$ cat src/rtl/vn_pkg.sv
// Package for the four-component vector normaliser: widths, pipeline payload types.
`default_nettype none
package vn_pkg;

    // Component width, two's complement Q1.(W-1).
    localparam int W         = 16;
    localparam int NLANE     = 4;
    localparam int SQ_BITS   = 2 * W;
    localparam int SUM_BITS  = 2 * W + 1;
    localparam int ROOT_BITS = W + 1;
    localparam int RAD_BITS  = 2 * ROOT_BITS;
    localparam int REM_BITS  = ROOT_BITS + 2;
    localparam int DREM_BITS = ROOT_BITS + 1;
    localparam int IN_DATA_BITS  = ((NLANE * W + 7) / 8) * 8;
    localparam int OUT_RAW_BITS  = NLANE * W + ROOT_BITS;
    localparam int OUT_DATA_BITS = ((OUT_RAW_BITS + 7) / 8) * 8;
    localparam int OUT_PAD_BITS  = OUT_DATA_BITS - OUT_RAW_BITS;

    // Payload carried along the square-root cells.
    typedef struct packed {
        logic [NLANE-1:0]            neg;
        logic [NLANE-1:0][W-1:0]     mag;
        logic [RAD_BITS-1:0]         rad;
        logic [REM_BITS-1:0]         rem;
        logic [ROOT_BITS-1:0]        root;
    } t_sq_data;

    // Payload carried along the division cells.
    typedef struct packed {
        logic [NLANE-1:0]                neg;
        logic [NLANE-1:0]                feed;
        logic [NLANE-1:0][DREM_BITS-1:0] rem;
        logic [NLANE-1:0][W-1:0]         quo;
        logic [ROOT_BITS-1:0]            len;
        logic                            zero;
    } t_dv_data;

endpackage
`default_nettype wire

$ cat src/rtl/vn_sqrt_cell.sv
// One digit cell of the pipelined square root: settles one root bit per request.
`default_nettype none
module vn_sqrt_cell (
    input  wire               i_clk,
    input  wire               i_rst_n,
    input  wire               i_valid,
    output logic              o_ready,
    input  vn_pkg::t_sq_data  i_data,
    output logic              o_valid,
    input  wire               i_ready,
    output vn_pkg::t_sq_data  o_data
);

    logic                            r_valid;
    vn_pkg::t_sq_data                r_data;
    vn_pkg::t_sq_data                n_data;
    logic [vn_pkg::REM_BITS-1:0]     w_part;
    logic [vn_pkg::REM_BITS-1:0]     w_trial;

    // The cell takes a new request whenever it is empty or its result moves on.
    assign o_ready = !r_valid || i_ready;
    assign o_valid = r_valid;
    assign o_data  = r_data;

    // Bring down two radicand bits and try the next root bit.
    always_comb begin
        w_part  = {i_data.rem[vn_pkg::REM_BITS-3:0],
                   i_data.rad[vn_pkg::RAD_BITS-1 -: 2]};
        w_trial = {i_data.root, 2'b01};
        n_data  = i_data;
        n_data.rad = {i_data.rad[vn_pkg::RAD_BITS-3:0], 2'b00};
        if (w_part >= w_trial) begin
            n_data.rem  = w_part - w_trial;
            n_data.root = {i_data.root[vn_pkg::ROOT_BITS-2:0], 1'b1};
        end else begin
            n_data.rem  = w_part;
            n_data.root = {i_data.root[vn_pkg::ROOT_BITS-2:0], 1'b0};
        end
    end

    // Control register.
    always_ff @(posedge i_clk) begin
        if (!i_rst_n) begin
            r_valid <= 1'b0;
        end else if (o_ready) begin
            r_valid <= i_valid;
        end
    end

    // Payload register.
    always_ff @(posedge i_clk) begin
        if (o_ready && i_valid) begin
            r_data <= n_data;
        end
    end

endmodule
`default_nettype wire

$ cat config.mk
export PLATFORM = sky130hd
export DESIGN_NAME = vn_sqrt_cell
export DESIGN_NICKNAME = d
export VERILOG_FILES = /design/src/rtl/vn_pkg.sv /design/src/rtl/vn_sqrt_cell.sv
export SDC_FILE = /design/constraint.sdc
export NUM_CORES = 1
export LEC_CHECK = 0
export BUFFER_PORTS_ARGS = -buffer_cell sky130_fd_sc_hd__buf_4
export CORE_UTILIZATION = 42
export DETAILED_ROUTE_END_ITERATION = 8
export GPL_TIMING_DRIVEN = 0
export PLACE_DENSITY = 0.76
export SLEW_MARGIN = 30
export SYNTH_ARGS = -nofsm -noshare
export SYNTH_HDL_FRONTEND = slang
export SYNTH_SLANG_ARGS = --single-unit
$ cat constraint.sdc
create_clock -name i_clk -period 5.75 [get_ports i_clk]
set_input_delay 1.15 -clock i_clk [delete_from_list [all_inputs] [get_ports i_clk]]
set_output_delay 1.15 -clock i_clk [all_outputs]
set_load 0.02 [all_outputs]
* Word level (Yosys, flattened, before mapping)
Index checks and enable logic that the tools add are counted.
** Cells by class
- Add/subtract/negate cells :: 1
- Order comparisons :: 1
- Muxes and demuxes :: 1
- Reductions and logical operators :: 3
** Operators by type and width (count)
- $mux 36 :: 1
- $ge 19x19->1 :: 1
- $sub 19x19->19 :: 1
- $logic_and 1x1->1 :: 1
- $logic_not 1->1 :: 1
- $logic_or 1x1->1 :: 1
** Storage, ports and cells
- Register bits :: 137
- Input bits :: 142

* Longest topological paths before layout
- Word-level depth :: 3
- Gate-level depth with buffers :: 11
- Gate-level depth less buffers :: 8

* Least setup slack after synthesis
OpenSTA, ideal clock, no wires.
- Path type :: input port to flip-flop
- From :: in i_ready
- To :: reg r_data (netlist bit o_data[0]), enable pin
- Library setup time :: 511 ps
- Data arrival time :: 4566 ps
- Required time :: 5239 ps
- Slack :: 673 ps
- Cell stages on the path :: 2
- Buffers on the path :: 0
- Path through :: nand2b_1 and2_1
** On the way
- Word-level cells in the longest chain between the ends :: 2
** RTL lines
- from (decl) :: RTL line vn_sqrt_cell.sv:10 : input wire i_ready,
- $logic_or 1x1->1 :: RTL line vn_sqrt_cell.sv:21 : assign o_ready = !r_valid || i_ready;
- $logic_and 1x1->1 :: RTL line vn_sqrt_cell.sv:52 : if (o_ready && i_valid) begin
- to (signal assigned) :: RTL line vn_sqrt_cell.sv:53 : r_data <= n_data;
- to (decl) :: RTL line vn_sqrt_cell.sv:15 : vn_pkg::t_sq_data r_data;
Every way passes these cells.
A chain may end at the register's enable or synchronous reset.

==> out/qor.csv <==
metric,value,unit
status,"complete, no violations",
Post-DP Area,7824,um^2
type of the worst setup path,input pin to register,
Post-CTS Resized,0,
worst path bufs/invs,4,
"Cell Count, Final, Fillers Out",809,
maxcap violations,0,
final period utilization,56.86,%
Crit path max-delay family,compound AO/OA/AOI/OAI gates,
Synth Instances,324,
WL final,14890,um
"Avg Cell Area, Syn",16.86,um^2
WP data required,5.91,ns
H-tree levels,4,
CP cell instances,buf_4 -> inv_1 -> ha_1 -> a211oi_1 -> nand3_1 -> and2_1 -> a31oi_2 -> o21a_1 -> buf_6 -> buf_12 -> mux2_4,
area of the die,13470,um^2
Synth Flop Type,edfxtp_1,
CP startpoint,i_data[4],
Critical Path Slowest Stage Cell,ha_1,
CP Capture Type,register,
initial antenna violation count,0,
Die Y,116.0,um
routability cong.,0.8255,
hold_sp,o_valid,
WHS,0.5877,ns
Max Fclk,305.9,MHz
clock latency on the worst-skew pair,0.41,ns
core footprint,12670,um^2
Worst-path clk slew,0.06,ns
footprint of the multi-input gates,1197,um^2
worst reg2reg path startpoint,o_valid,
DRC Markers,0,
startpoint types,input pin,
CTS Hold Bufs,0,
Max-slew headroom,65.20,%
filler instances,922,
via count,3860,
Initial Util,43.11,%
setup violators final,0,
"Design Area, Final",8338,um^2
row cnt,41,
ratio of cells with drive above 1 in the final layout,53.53,%
Post-synth EDFFs,136,
post-synthesis cell type count,48,
GR Util All Layers,21.76,%
Async SR Flop Fraction,0,%
Yosys reg bits,137,
worst reg-to-reg setup slack,4.14,ns
CTS Buf Count,17,
# diodes,0,
share of the synthesized area in the top cell type,74.76,%
area grow syn2layout,52.63,%
Setup TNS,0,ns
min Tclk post-route,3.269,ns
grt ovf,0,
skew final,0.003588,ns
postcts setup bufs,0,
Ports,282,
DR vias/cell,4.771,
CTS tree,done,
Iteration-0 DRC Markers,265,
"Seq/Total Area, Yosys",75.13,%
Max clock buf depth,2,
CP Data Arrival Time,3.43,ns
PD cells,313.5,nW/um^2
Crit Path Max Fanout,10,
Placed Instances,777,
leakage power,3.604,nW
"slowest stage delay, CP",0.37,ns
Tightest Pin Transition,0.5195,ns
width of the chip,116.0,um
Final Max Slew Viols,0,
pin count of the biggest net entering global routing,47,
Synth area leaders,"edfxtp_1, ha_1, a21oi_1",
first-pass GRT wire length,20640,um
TritonCTS sink count,137,
RSZ-0062 raised after global routing,false,
DRT Pass-1 Iters,4,
Synth warnings,0,
"commonest non-fill, non-tap cell in the layout",buf_4,
PortBufs,277,
Hold Crit Class,register to register,
Max IR drop VDD,195.0,uV
post-synth top area cell,edfxtp_1,
vias in the first global route,3751,
most frequent cells in the layout,"buf_4, edfxtp_1, inv_1, a21oi_1, ha_1",
placed wire-length estimate,11420,um
DR WL/cell,18.41,um
Antenna Nets Post-Route,0,
Sequential Area,4104,um^2
"Hold Violations, Final",0,
clk root buf,clkbuf_16,
Nets,785,
Post-Syn Area,5463,um^2
-- state kept, by name, indices dropped and copies added (netlist names) --
name / cells
o_valid: 1
o_data: 136
-- final timing paths --
check	cells after the start	end
min reg2reg	2	o_valid
min	2	o_valid
max	11	o_data[30]
max reg2reg	4	o_data[74]
-- cells by family after synthesis --
logic type      count (synthesis)  synth area share (%)
flops                         137                 75.13
compound gates                 60                 7.628
simple gates                   44                 4.100
buf+inv                        34                 3.069
fa+ha+maj                      19                 4.352
mux                            15                 3.413
xor+xnor                       14                 2.245
other cells                     1               0.06865
-- per-stage QoR --
stage          setup slack, ns  total power [W]  utilization (%)
6_report                 2.481         0.002614            65.80
3_3_place_gp           -0.2887         0.001677            61.25
3_5_place_dp             2.098         0.001684            61.75
2_1_floorplan           0.6730         0.001468                -
4_1_cts                  2.510         0.002633            65.80
5_1_grt                  2.409         0.002703            65.80
-- routing by layer --
metal | wire length [um] | GRT usage, % | vias up
li1 | - | - | 1827
met1 | 5215 | 22.10 | 1844
met2 | 7955 | 38.89 | 161
met3 | 1310 | 9.467 | 28
met4 | 409 | 9.145 | 0
met5 | 0 | 0 | -
-- final cells by class --
cell class	instances	share of cell area [%]
timing repair buffer	280	25.66
multi-input combinational	154	14.36
clock inverter	13	0.9754
buffer	7	0.7953
tap	172	2.581
clock buffer	19	5.192
inverter	27	1.215
sequential	137	49.22
-- worst register-to-register path, cell delays in order, from the launching register on --
cell and delay [ns]:
dfxtp_1 0.31, nand2b_1 0.12, and2_4 0.27, buf_12 0.29
buf_12 0.27
-- report_power, final --
| part | internal [W] | leakage (nW) | switching [W] |
|---|---|---|---|
| Combinational | 0.000220 | 2.03 | 0.000244 |
| Sequential | 0.00118 | 1.32 | 0.0000178 |
| Clock | 0.000545 | 0.246 | 0.000405 |
-- Yosys cell counts (all sizes together) (2+ instances only) --
library cell  number
a21oi             23
a31oi              4
and2               3
buf                7
edfxtp           136
ha                19
inv               27
mux2              14
nand2             14
nand2b             2
nand3              3
nand4              4
nor2              12
o211ai             5
o21a               3
o21ai              8
o21bai             3
o31ai              2
or3                2
xnor2              8
xor2               6
Note: power is estimated with default switching activity, not from simulation.
