`src/rtl/vn_pkg.sv`:
```
// Package for the four-component vector normaliser: widths, pipeline payload types.
`default_nettype none
package vn_pkg;

    // Component width, two's complement Q1.(W-1).
    localparam int W         = 16;
    localparam int NLANE     = 4;
    localparam int SQ_BITS   = 2 * W;
    localparam int SUM_BITS  = 2 * W + 1;
    localparam int ROOT_BITS = W + 1;
    localparam int RAD_BITS  = 2 * ROOT_BITS;
    localparam int REM_BITS  = ROOT_BITS + 2;
    localparam int DREM_BITS = ROOT_BITS + 1;
    localparam int IN_DATA_BITS  = ((NLANE * W + 7) / 8) * 8;
    localparam int OUT_RAW_BITS  = NLANE * W + ROOT_BITS;
    localparam int OUT_DATA_BITS = ((OUT_RAW_BITS + 7) / 8) * 8;
    localparam int OUT_PAD_BITS  = OUT_DATA_BITS - OUT_RAW_BITS;

    // Payload carried along the square-root cells.
    typedef struct packed {
        logic [NLANE-1:0]            neg;
        logic [NLANE-1:0][W-1:0]     mag;
        logic [RAD_BITS-1:0]         rad;
        logic [REM_BITS-1:0]         rem;
        logic [ROOT_BITS-1:0]        root;
    } t_sq_data;

    // Payload carried along the division cells.
    typedef struct packed {
        logic [NLANE-1:0]                neg;
        logic [NLANE-1:0]                feed;
        logic [NLANE-1:0][DREM_BITS-1:0] rem;
        logic [NLANE-1:0][W-1:0]         quo;
        logic [ROOT_BITS-1:0]            len;
        logic                            zero;
    } t_dv_data;

endpackage
`default_nettype wire

```
`src/rtl/vn_div_cell.sv`:
```
// One digit cell of the pipelined divider: one quotient bit for each of the four lanes.
`default_nettype none
module vn_div_cell (
    input  wire               i_clk,
    input  wire               i_rst_n,
    input  wire               i_valid,
    output logic              o_ready,
    input  vn_pkg::t_dv_data  i_data,
    output logic              o_valid,
    input  wire               i_ready,
    output vn_pkg::t_dv_data  o_data
);

    logic                             r_valid;
    vn_pkg::t_dv_data                 r_data;
    vn_pkg::t_dv_data                 n_data;
    logic [vn_pkg::DREM_BITS-1:0]     w_part [vn_pkg::NLANE];
    logic [vn_pkg::DREM_BITS-1:0]     w_len;

    assign o_ready = !r_valid || i_ready;
    assign o_valid = r_valid;
    assign o_data  = r_data;

    // Restoring step on each lane against the shared length.
    always_comb begin
        w_len  = {1'b0, i_data.len};
        n_data = i_data;
        n_data.feed = '0;
        for (int k = 0; k < vn_pkg::NLANE; k++) begin
            w_part[k] = {i_data.rem[k][vn_pkg::DREM_BITS-2:0], i_data.feed[k]};
            if (w_part[k] >= w_len) begin
                n_data.rem[k] = w_part[k] - w_len;
                n_data.quo[k] = {i_data.quo[k][vn_pkg::W-2:0], 1'b1};
            end else begin
                n_data.rem[k] = w_part[k];
                n_data.quo[k] = {i_data.quo[k][vn_pkg::W-2:0], 1'b0};
            end
        end
    end

    always_ff @(posedge i_clk) begin
        if (!i_rst_n) begin
            r_valid <= 1'b0;
        end else if (o_ready) begin
            r_valid <= i_valid;
        end
    end

    always_ff @(posedge i_clk) begin
        if (o_ready && i_valid) begin
            r_data <= n_data;
        end
    end

endmodule
`default_nettype wire

```
`config.mk`:
```
export PLATFORM = sky130hd
export DESIGN_NAME = vn_div_cell
export DESIGN_NICKNAME = d
export VERILOG_FILES = /design/src/rtl/vn_pkg.sv /design/src/rtl/vn_div_cell.sv
export SDC_FILE = /design/constraint.sdc
export NUM_CORES = 1
export LEC_CHECK = 0
export BUFFER_PORTS_ARGS = -buffer_cell sky130_fd_sc_hd__clkbuf_2
export CAP_MARGIN = 40
export CORE_ASPECT_RATIO = 0.6
export CORE_UTILIZATION = 37
export CTS_CLUSTER_DIAMETER = 30
export CTS_CLUSTER_SIZE = 28
export DETAILED_ROUTE_END_ITERATION = 8
export MAX_ROUTING_LAYER = met4
export PLACE_DENSITY_LB_ADDON = 0.2
export SKIP_CTS_REPAIR_TIMING = 1
export SYNTH_ARGS = -nofsm -noshare
export SYNTH_HDL_FRONTEND = slang
export SYNTH_SLANG_ARGS = --single-unit
```
`constraint.sdc`:
```
create_clock -name i_clk -period 6.45 [get_ports i_clk]
set_input_delay 0.9675 -clock i_clk [delete_from_list [all_inputs] [get_ports i_clk]]
set_output_delay 0.9675 -clock i_clk [all_outputs]
set_load 0.05 [all_outputs]
```
Yosys cells after proc, flatten, opt, wreduce, memory -nomap -nowiden:

Cells that the tools add are included.

* register bits: 159
* bits of input ports: 166
* output and inout port bits: 164
* word-level logic and storage cells: 31

* add/subtract/negate cells: 4
* magnitude comparators: 4
* muxes and demuxes: 8
* reductions and logical operators: 3

Operators by type and width (count)
* $ge 18x17->1: 4
* $mux 18: 4
* $sub 18x17->18: 4
* $mux 1: 4
* $logic_and 1x1->1: 1
* $logic_not 1->1: 1
* $logic_or 1x1->1: 1

Logic depth before layout (Yosys ltp):

Gate-level depths: netlist of the first run.

* word-level depth: 3
* depth in mapped cells: 13
* mapped depth without buffers: 12

Least setup slack after synthesis of the first run:

OpenSTA, ideal clock, no wires.

* path type: input to register
* start point: input port i_ready
* end point: register r_data (netlist bit o_data[0]) (enable)
* library setup time: 0.536 ns
* arrival: 5.111 ns
* data required time: 5.914 ns
* path slack: 0.802 ns
* cell stages on the path: 2
* buffers on the path: 0
* cell sequence: nand2b_1 and2_1

* cells in the longest elaborated chain, start to end: 2

RTL lines
* start: declaration: RTL line vn_div_cell.sv:10 `input wire i_ready,`
* $logic_or 1x1->1: RTL line vn_div_cell.sv:20 `assign o_ready = !r_valid || i_ready;`
* $logic_and 1x1->1: RTL line vn_div_cell.sv:50 `if (o_ready && i_valid) begin`
* end signal: assignment: RTL line vn_div_cell.sv:51 `r_data <= n_data;`
* end: declaration: RTL line vn_div_cell.sv:15 `vn_pkg::t_dv_data r_data;`

No other way between the ends.
A chain may end at the register's enable or synchronous reset.

==> run_results.csv, run 1 <==
group,metric,value,unit
status,status,"completed",
floorplanning,die-area,25200,sq um
floorplanning,io_pins,330,
sta,setup_viol,0,
sta,rsz0062_at_grt,"false",
critical_path,reg2reg_from,"o_valid",
flow_run,drv_cap,0,
placed_design,placement.io_buffers,317,
synthesis,synth.area.top_cells,"edfxtp_1 (52%), ha_1 (9.4%), a21oi_1 (3.8%)",
final_layout,final_common_cell,"clkbuf_2",
critical_path,crit_path_max_fanout,19,
route,drt-initial-drc-count,441,
global_route,grt-ovfl-total,0,
cts,clock_latency,420,ps
cts,cts_buffer_depth,2,
pwr,p_comb_share,30.2,%
sta,skew,6.47,ps
global_route,use_met1,30.9,%
critical_path,arrival,4090,ps
cts,clockRootBuffer,"clkbuf_16",
route,drc_errors,0,
sta,tns,0,ps
pwr,clkPwrFrac,30.2,%
route,final_antenna_net_count,0,
floorplanning,rows,43,
cts,h-tree-depth,4,
synthesis,synth_top_flop_cell,"edfxtp_1",
final_layout,fill_cells,2245,
synthesis,synth-edff-count,158,
global_route,antenna_found_initial,0,
critical_path,startpoint_type,"input pin",
critical_path,reg2reg_setup_slack,4500,ps
synthesis,synth_area,9070,sq um
critical_path,worst_setup_path_end_kind,"register",
synthesis,synth_top_cell_area_share,52.3,%
final_layout,syn2layout_area_growth,28.1,%
route,wl_per_cell,17.9,um
final_layout,ff_latch_area,4760,sq um
critical_path,path_class,"in2reg",
synthesis,synth_area_leader_cell,"edfxtp_1",
cts,cts_tree,"yes",
final_layout,drive_gt1_share,32.7,%
pwr,p_leak,5.10,nW
final_layout,final_util,49.3,%
global_route,grt_pass1_vias,6491,
synthesis,synth-warning-count,0,
global_route,grt_max_degree,58,
sta,fin_crit_sh,60.7,%
synthesis,postSynth.asyncResetShare,0,%
synthesis,synthCells,799,
pwr,seqPwrFrac,39.6,%
global_route,busiest_layer,"met1",
worst_hold_path,whs_endpoint,"o_valid",
cts,cts_inserted_buffers,17,
pwr,switching_share,35.4,%
cts,clk_pin_slew,70,ps
critical_path,reg2reg_to,"o_data[153]",
final_layout,antenna_cells,0,
synthesis,synth_cell_types,73,
global_route,met3_usage,4.90,%
synthesis,yosysSeqAreaShare,52.5,%
route,finalWirelength,26000,um
final_layout,num-nets-final,1365,
floorplanning,die_w,204,um
synthesis,synth-seq-cells,159,
pwr,max-vdd-ir-drop,0.000172,V
pwr,intPower,2.09,mW
sta,tightest_slew,853,ps
pwr,p_sw,1.15,mW
global_route,grt_util_all_layers,20.6,%
cts,numClockSinks,159,
sta,final_max_slew_viol_count,0,
placed_design,gp_congestion,0.898,
final_layout,multi_input_area,4020,sq um
route,via_per_inst,5.13,
synthesis,avgSynthCellArea,11.3,sq um
floorplanning,core_region_area,23600,sq um
global_route,use_met2,27.6,%
route,vias,7458,
worst_hold_path,min_from,"o_valid",
sta,hold_violations,0,
worst_hold_path,min_path_type,"reg2reg",
global_route,grt_pass1_wl,37100,um
floorplanning,initial_utilization,38.5,%
worst_hold_path,min_path_cells,2,
sta,holdWs,538,ps
critical_path,worstPathRequired,6630,ps
sta,slew_headroom,43.2,%
floorplanning,die_y,123,um
final_layout,layout_common_cells,"clkbuf_2 (317), edfxtp_1 (158), nand2_1 (69)",
pwr,power_density,279,nW/um^2
critical_path,reg2reg_depth,3,
route,firstDrtPassIters,5,
sta,fin_crit,3920,ps
placed_design,dp.final_hpwl,20200,um
sta,fmax,255,MHz
[worst max-delay path: stages]
cell,delay [ps]
clkbuf_2,100
inv_1,380
ha_1,390
a21oi_1,270
o21ai_1,110
o31ai_1,400
o31ai_1,200
a21oi_2,720
buf_4,320
inv_2,60
nor2_1,100
a21oi_1,50
[final cells by class]
type                    instances  area share [%]
flip-flops and latches        159            41.0
inverters                      51            1.65
repair buffers                326            14.5
clock buffers                  19            3.73
clock inverters                13            1.12
well taps                     315            3.39
multi-input cells             572            34.6
[routing by layer]
metal | vias up | share of wire [%]
met5 | - | 0
met4 | 0 | 0.90
met3 | 16 | 8.2
met2 | 326 | 41
met1 | 3455 | 50
li1 | 3661 | -
[worst max path at each step]
stage | startpoint | to | cells past startpoint
after floorplan | i_ready | o_data[0] | 2
after global placement | i_data[2] | o_data[113] | 10
after detailed placement | i_data[9] | o_data[82] | 12
after CTS | i_data[9] | o_data[82] | 12
after global routing | i_data[9] | o_data[82] | 12
final | i_data[9] | o_data[82] | 12
[flip-flops by register name, summed over array words and instances, names as in the netlist]
signal	flops
o_data	158
o_valid	1
[cells in the mapped netlist (all sizes together) (2+ instances only)]
cell type,number
a2111oi,7
a211o,5
a211oi,5
a21boi,2
a21o,22
a21oi,70
a221oi,4
a31o,5
a31oi,8
a41o,2
and2,5
and3,4
and4,2
buf,11
clkbuf,9
edfxtp,158
fa,4
ha,68
inv,50
mux2,18
mux2i,3
nand2,69
nand2b,7
nand3,8
nand4,8
nor2,47
nor2b,12
nor3,14
nor3b,3
nor4,4
o211ai,2
o21a,5
o21ai,62
o21ba,2
o21bai,9
o221ai,2
o22ai,3
o31ai,7
or2,2
or3,3
or4,2
xnor2,34
xor2,16
[power groups by stage]
stage	clock, mW	combinational [mW]	sequential (mW)
6_report	0.980	0.979	1.29
5_1_grt	1.04	1.05	1.30
4_1_cts	1.01	0.977	1.29
3_5_place_dp	0	0.974	1.31
3_3_place_gp	0	0.966	1.31
2_1_floorplan	0	0.406	1.63
[per-stage QoR]
| stage | cells | cell area, sq um | power, mW | setup WS, ps |
|---|---|---|---|---|
| 2_1_floorplan | 802 | 9080 | 2.04 | 802 |
| 3_3_place_gp | 1420 | 11000 | 2.27 | 2180 |
| 3_5_place_dp | 1422 | 11000 | 2.28 | 2180 |
| 4_1_cts | 1454 | 11600 | 3.27 | 2640 |
| 5_1_grt | 1455 | 11600 | 3.39 | 2410 |
| 6_report | 1455 | 11600 | 3.24 | 2530 |
[cell families after synthesis]
kind of cell / Yosys count / share of synthesized area (%)
compound gates: 234 / 16.6
buf+inv: 71 / 3.33
other cells: 1 / 0.0414
simple gates: 191 / 9.87
mux: 21 / 2.57
flops: 159 / 52.5
fa+ha+maj: 72 / 10.3
xor+xnor: 50 / 4.83
(Power assumes the default switching activity.)
==> run 2: changes to the inputs <==
--- a/config.mk
+++ b/config.mk
@@ -5,6 +5,7 @@
 export SDC_FILE = /design/constraint.sdc
 export NUM_CORES = 1
 export LEC_CHECK = 0
+export ABC_AREA = 1
 export BUFFER_PORTS_ARGS = -buffer_cell sky130_fd_sc_hd__clkbuf_2
 export CAP_MARGIN = 40
 export CORE_ASPECT_RATIO = 0.6
==> constraint.sdc (replaced) <==
create_clock -name i_clk -period 3.3 [get_ports i_clk]
set_input_delay 0.495 -clock i_clk [delete_from_list [all_inputs] [get_ports i_clk]]
set_output_delay 0.495 -clock i_clk [all_outputs]
set_load 0.05 [all_outputs]
==> run_results.csv, run 2 <==
group,metric,value,unit
critical_path,path_class,"in2reg",
critical_path,crit_family,"simple AND/OR/NAND/NOR gates",
final_layout,syn2layout_area_growth,23.8,%
critical_path,arrival,2630,ps
placed_design,dp.final_hpwl,25700,um
critical_path,worstPathRequired,3580,ps
cts,cts_buffer_depth,2,
placed_design,dpl_cell_area,13000,sq um
synthesis,synth_cell_types,30,
floorplanning,rows,48,
synthesis,yosysSeqAreaShare,43.5,%
sta,skew,10.1,ps
sta,hold_violations,0,
final_layout,final_util,46.9,%
synthesis,synthCells,1429,
pwr,power,6.49,mW
placed_design,gp_congestion,0.910,
route,drc_errors,0,
cts,cts_inserted_buffers,17,
sta,fmax,426,MHz
final_layout,largest_reg_flops,158,
critical_path,path_buf_inv,4,
floorplanning,die_w,224,um
critical_path,worst_setup_path_end_kind,"register",
synthesis,synth_top_flop_cell,"edfxtp_1",
sta,fin_crit_sh,71.2,%
synthesis,synth-edff-count,158,
worst_hold_path,min_path_type,"in2reg",
route,via_per_inst,4.50,
route,finalWirelength,32500,um
global_route,grt_pass1_vias,8707,
synthesis,synth_area,11000,sq um
cts,clock_latency,440,ps
final_layout,drive_gt1_share,25.7,%
synthesis,synth_top_cell_area_share,43.3,%
critical_path,cpPeakStageDelay,420,ps
final_layout,fin_cells,2174,
synthesis,post-synth-top-count-cell,"nand2_1",
sta,slew_headroom,58.0,%
floorplanning,die-area,30400,sq um
critical_path,crit_path_max_fanout,18,
sta,fin_crit,2350,ps
route,final_antenna_net_count,0,
final_layout,num-nets-final,1998,
flow_run,drv_cap,0,
global_route,grt_max_degree,99,
sta,setup_viol,0,
final_layout,ff_latch_area,4770,sq um
final_layout,layout_common_cells,"nand2_1 (652), clkbuf_2 (317), inv_1 (232)",
synthesis,synth-warning-count,0,
global_route,grt_pass1_wl,48600,um
global_route,grt_util_all_layers,22.1,%
floorplanning,die_y,135,um
sta,fin_ws,950,ps
cts,numClockSinks,159,
cts,h-tree-depth,4,
cts,clockRootBuffer,"clkbuf_16",
placed_design,place_ws,534,ps
synthesis,avgSynthCellArea,7.67,sq um
final_layout,fill_cells,2995,
sta,final_max_slew_viol_count,0,
status,status,"completed",
final_layout,multi_input_area,5110,sq um
pwr,power_density,478,nW/um^2
sta,holdWs,224,ps
global_route,antenna_found_initial,1,
route,firstDrtPassIters,5,
critical_path,crit_chain,"clkbuf_2 -> inv_1 -> ha_1 -> inv_2 -> nor2_2 -> nand2_2 -> inv_2 -> a21oi_4 -> nand3_2 -> nor2_4 -> nand2_1 -> nand2_1",
synthesis,synth.area.top_cells,"edfxtp_1 (43%), nand2_1 (22%), inv_1 (8.0%)",
sta,tightest_slew,630,ps
pwr,p_leak,7.45,nW
placed_design,placement.io_buffers,317,
route,drt-initial-drc-count,740,
cts,clk_pin_slew,70,ps
synthesis,synth-seq-cells,159,
synthesis,yosys-top-cells-count,"nand2_1 (652), inv_1 (234), edfxtp_1 (158)",
final_layout,final_common_cell,"nand2_1",
final_layout,final_area,13600,sq um
sta,tns,0,ps
critical_path,cpMaxStageDelayCell,"nor2_4",
floorplanning,io_pins,330,
cts,cts_tree,"yes",
floorplanning,core_region_area,28900,sq um
synthesis,synth_area_leader_cell,"edfxtp_1",
sta,rsz0062_at_grt,"false",
global_route,grt-ovfl-total,0,
floorplanning,initial_utilization,37.9,%
critical_path,startpoint_type,"input pin",
pwr,max-vdd-ir-drop,0.000319,V
synthesis,postSynth.asyncResetShare,0,%
route,wl_per_cell,14.9,um
route,vias,9778,
placed_design,dp_cells,2141,
-- run 2: changes by cell type after synthesis, moves of 36 or more --
cell,previous run,this run
nand2_1,69,652
nand3_1,8,64
inv_1,48,234
a21oi_1,69,33
o21ai_1,39,0
nand2_2,0,36
-- run 2: final cells by class --
type / count / area share [%]
flip-flops and latches: 159 / 35.1
clock inverters: 14 / 0.802
well taps: 400 / 3.69
diodes: 1 / 0.0184
repair buffers: 321 / 12.2
inverters: 262 / 7.34
clock buffers: 18 / 3.16
multi-input cells: 999 / 37.7
-- run 2: routing by layer --
layer / vias to the layer above / routed length (um) / track usage (%)
met2: 219 / 14000 / 31.7
met4: 0 / 310 / 4.31
met1: 4439 / 16200 / 31.3
met5: - / 0 / -
li1: 5104 / - / -
met3: 16 / 1930 / 5.49
-- run 2: report_power, final --
part	internal (mW)	switching, mW	leakage (nW)
clock network	0.974	0.883	0.252
logic	0.577	1.56	5.66
registers	2.46	0.0436	1.54
total	4.01	2.49	7.45
-- run 2: worst paths after layout --
kind                   start          end  slack [ps]  cells after the start
setup / recovery  i_data[17]  o_data[145]         950                     12
hold / removal    i_data[55]   o_data[56]         220                      1
setup reg to reg     o_valid  o_data[133]        1880                      2
hold reg to reg      o_valid      o_valid         540                      2
-- run 2: kinds of logic after synthesis --
kind of cell | share of synthesized area (%)
simple gates | 33.2
buf+inv | 10.1
flops | 43.5
fa+ha+maj | 8.49
compound gates | 2.49
xor+xnor | 2.24
other cells | 0.0342
==> run 3: changes to the inputs <==
==> constraint.sdc (replaced) <==
create_clock -name i_clk -period 2.4 [get_ports i_clk]
set_input_delay 0.36 -clock i_clk [delete_from_list [all_inputs] [get_ports i_clk]]
set_output_delay 0.36 -clock i_clk [all_outputs]
set_load 0.05 [all_outputs]
==> run_results.csv, run 3 (synthesis results as in run 2) <==
group,metric,value,unit
placed_design,placement.io_buffers,317,
critical_path,crit_path_max_fanout,8,
pwr,p_leak,8.20,nW
flow_run,drv_cap,0,
status,status,"completed",
route,firstDrtPassIters,8,
global_route,grt_max_degree,43,
sta,fmax,511,MHz
floorplanning,die_y,135,um
floorplanning,rows,48,
global_route,antenna_found_initial,1,
floorplanning,io_pins,330,
global_route,grt-ovfl-total,0,
cts,clk_pin_slew,70,ps
sta,tns,0,ps
final_layout,largest_reg_flops,158,
sta,skew,7.23,ps
placed_design,dp.final_hpwl,27700,um
critical_path,path_class,"in2reg",
route,drc_errors,0,
cts,cts_tree,"yes",
worst_hold_path,min_path_type,"in2reg",
sta,rsz0062_at_grt,"false",
cts,clock_latency,430,ps
cts,numClockSinks,159,
floorplanning,core_region_area,28900,sq um
route,vias,10191,
critical_path,worst_setup_path_end_kind,"register",
sta,fin_ws,444,ps
critical_path,worstPathRequired,2590,ps
sta,hold_violations,0,
final_layout,final_area,14800,sq um
final_layout,syn2layout_area_growth,35.0,%
cts,cts_buffer_depth,2,
cts,cts_inserted_buffers,17,
placed_design,place_ws,14.5,ps
final_layout,drive_gt1_share,31.1,%
final_layout,final_util,51.1,%
final_layout,final_common_cell,"nand2_1",
cts,clockRootBuffer,"clkbuf_16",
pwr,power_density,625,nW/um^2
route,wl_per_cell,14.4,um
critical_path,reg2reg_setup_slack,960,ps
floorplanning,initial_utilization,37.9,%
final_layout,layout_common_cells,"nand2_1 (652), clkbuf_2 (317), inv_1 (234)",
cts,h-tree-depth,4,
route,final_antenna_net_count,0,
global_route,grt_pass1_vias,9294,
final_layout,num-nets-final,2139,
route,finalWirelength,33400,um
sta,final_max_slew_viol_count,0,
sta,setup_viol,0,
floorplanning,die_w,224,um
pwr,max-vdd-ir-drop,0.000472,V
sta,fin_crit_sh,81.5,%
critical_path,arrival,2140,ps
floorplanning,die-area,30400,sq um
route,drt-initial-drc-count,557,
global_route,grt_util_all_layers,22.5,%
placed_design,dpl_cell_area,14300,sq um
critical_path,startpoint_type,"input pin",
placed_design,gp_congestion,0.902,
sta,fin_crit,1960,ps
global_route,grt_pass1_wl,49900,um
route,via_per_inst,4.40,
-- run 3: changes by cell type in the layout (fill, tap and decap cells not counted), sizes merged --
cell,change
buf,+141
clkbuf,-1
-- run 3: final timing paths --
path,from,endpoint,depth (start not counted)
hold reg to reg,o_valid,o_valid,2
setup reg to reg,o_valid,o_data[148],2
setup / recovery,i_data[3],o_data[144],11
hold / removal,i_data[80],o_data[81],1
-- run 3: area by class of cell --
class,instances,area [sq um]
clock inverters,14,110
inverters,262,983
clock buffers,17,425
flip-flops and latches,159,4770
diodes,1,2.50
multi-input cells,999,5110
fillers,2930,14100
repair buffers,462,2900
well taps,400,500
-- run 3: worst max-delay path, cell delays in order --
cell	delay (ps)
clkbuf_2	90
inv_1	180
ha_1	480
nand2_1	130
nor2_1	180
nand4_1	220
clkinv_1	140
nor2_4	70
buf_4	170
nand2_1	60
nand2_1	70
-- run 3: stage by stage --
stage | hold WS [ps] | total power [mW] | std cells
finish | 92.5 | 9.26 | 2314
global route | 65.9 | 9.74 | 2314
CTS | 69.7 | 9.37 | 2313
detailed placement | 539 | 6.76 | 2282
global placement | 537 | 6.73 | 2282
floorplan | 459 | 5.68 | 1432
-- run 3: routing by layer --
layer | routed length (um) | track usage (%)
met1 | 16800 | 31.6
met2 | 14600 | 33.3
met3 | 1670 | 4.66
met4 | 378 | 4.65
met5 | 0 | -
-- run 3: where the power goes --
| group | leakage, nW | total [mW] | switching [mW] | internal, mW |
|---|---|---|---|---|
| Combinational | 6.40 | 3.27 | 2.21 | 1.06 |
| Sequential | 1.54 | 3.44 | 0.0605 | 3.38 |
| Clock | 0.250 | 2.55 | 1.22 | 1.33 |
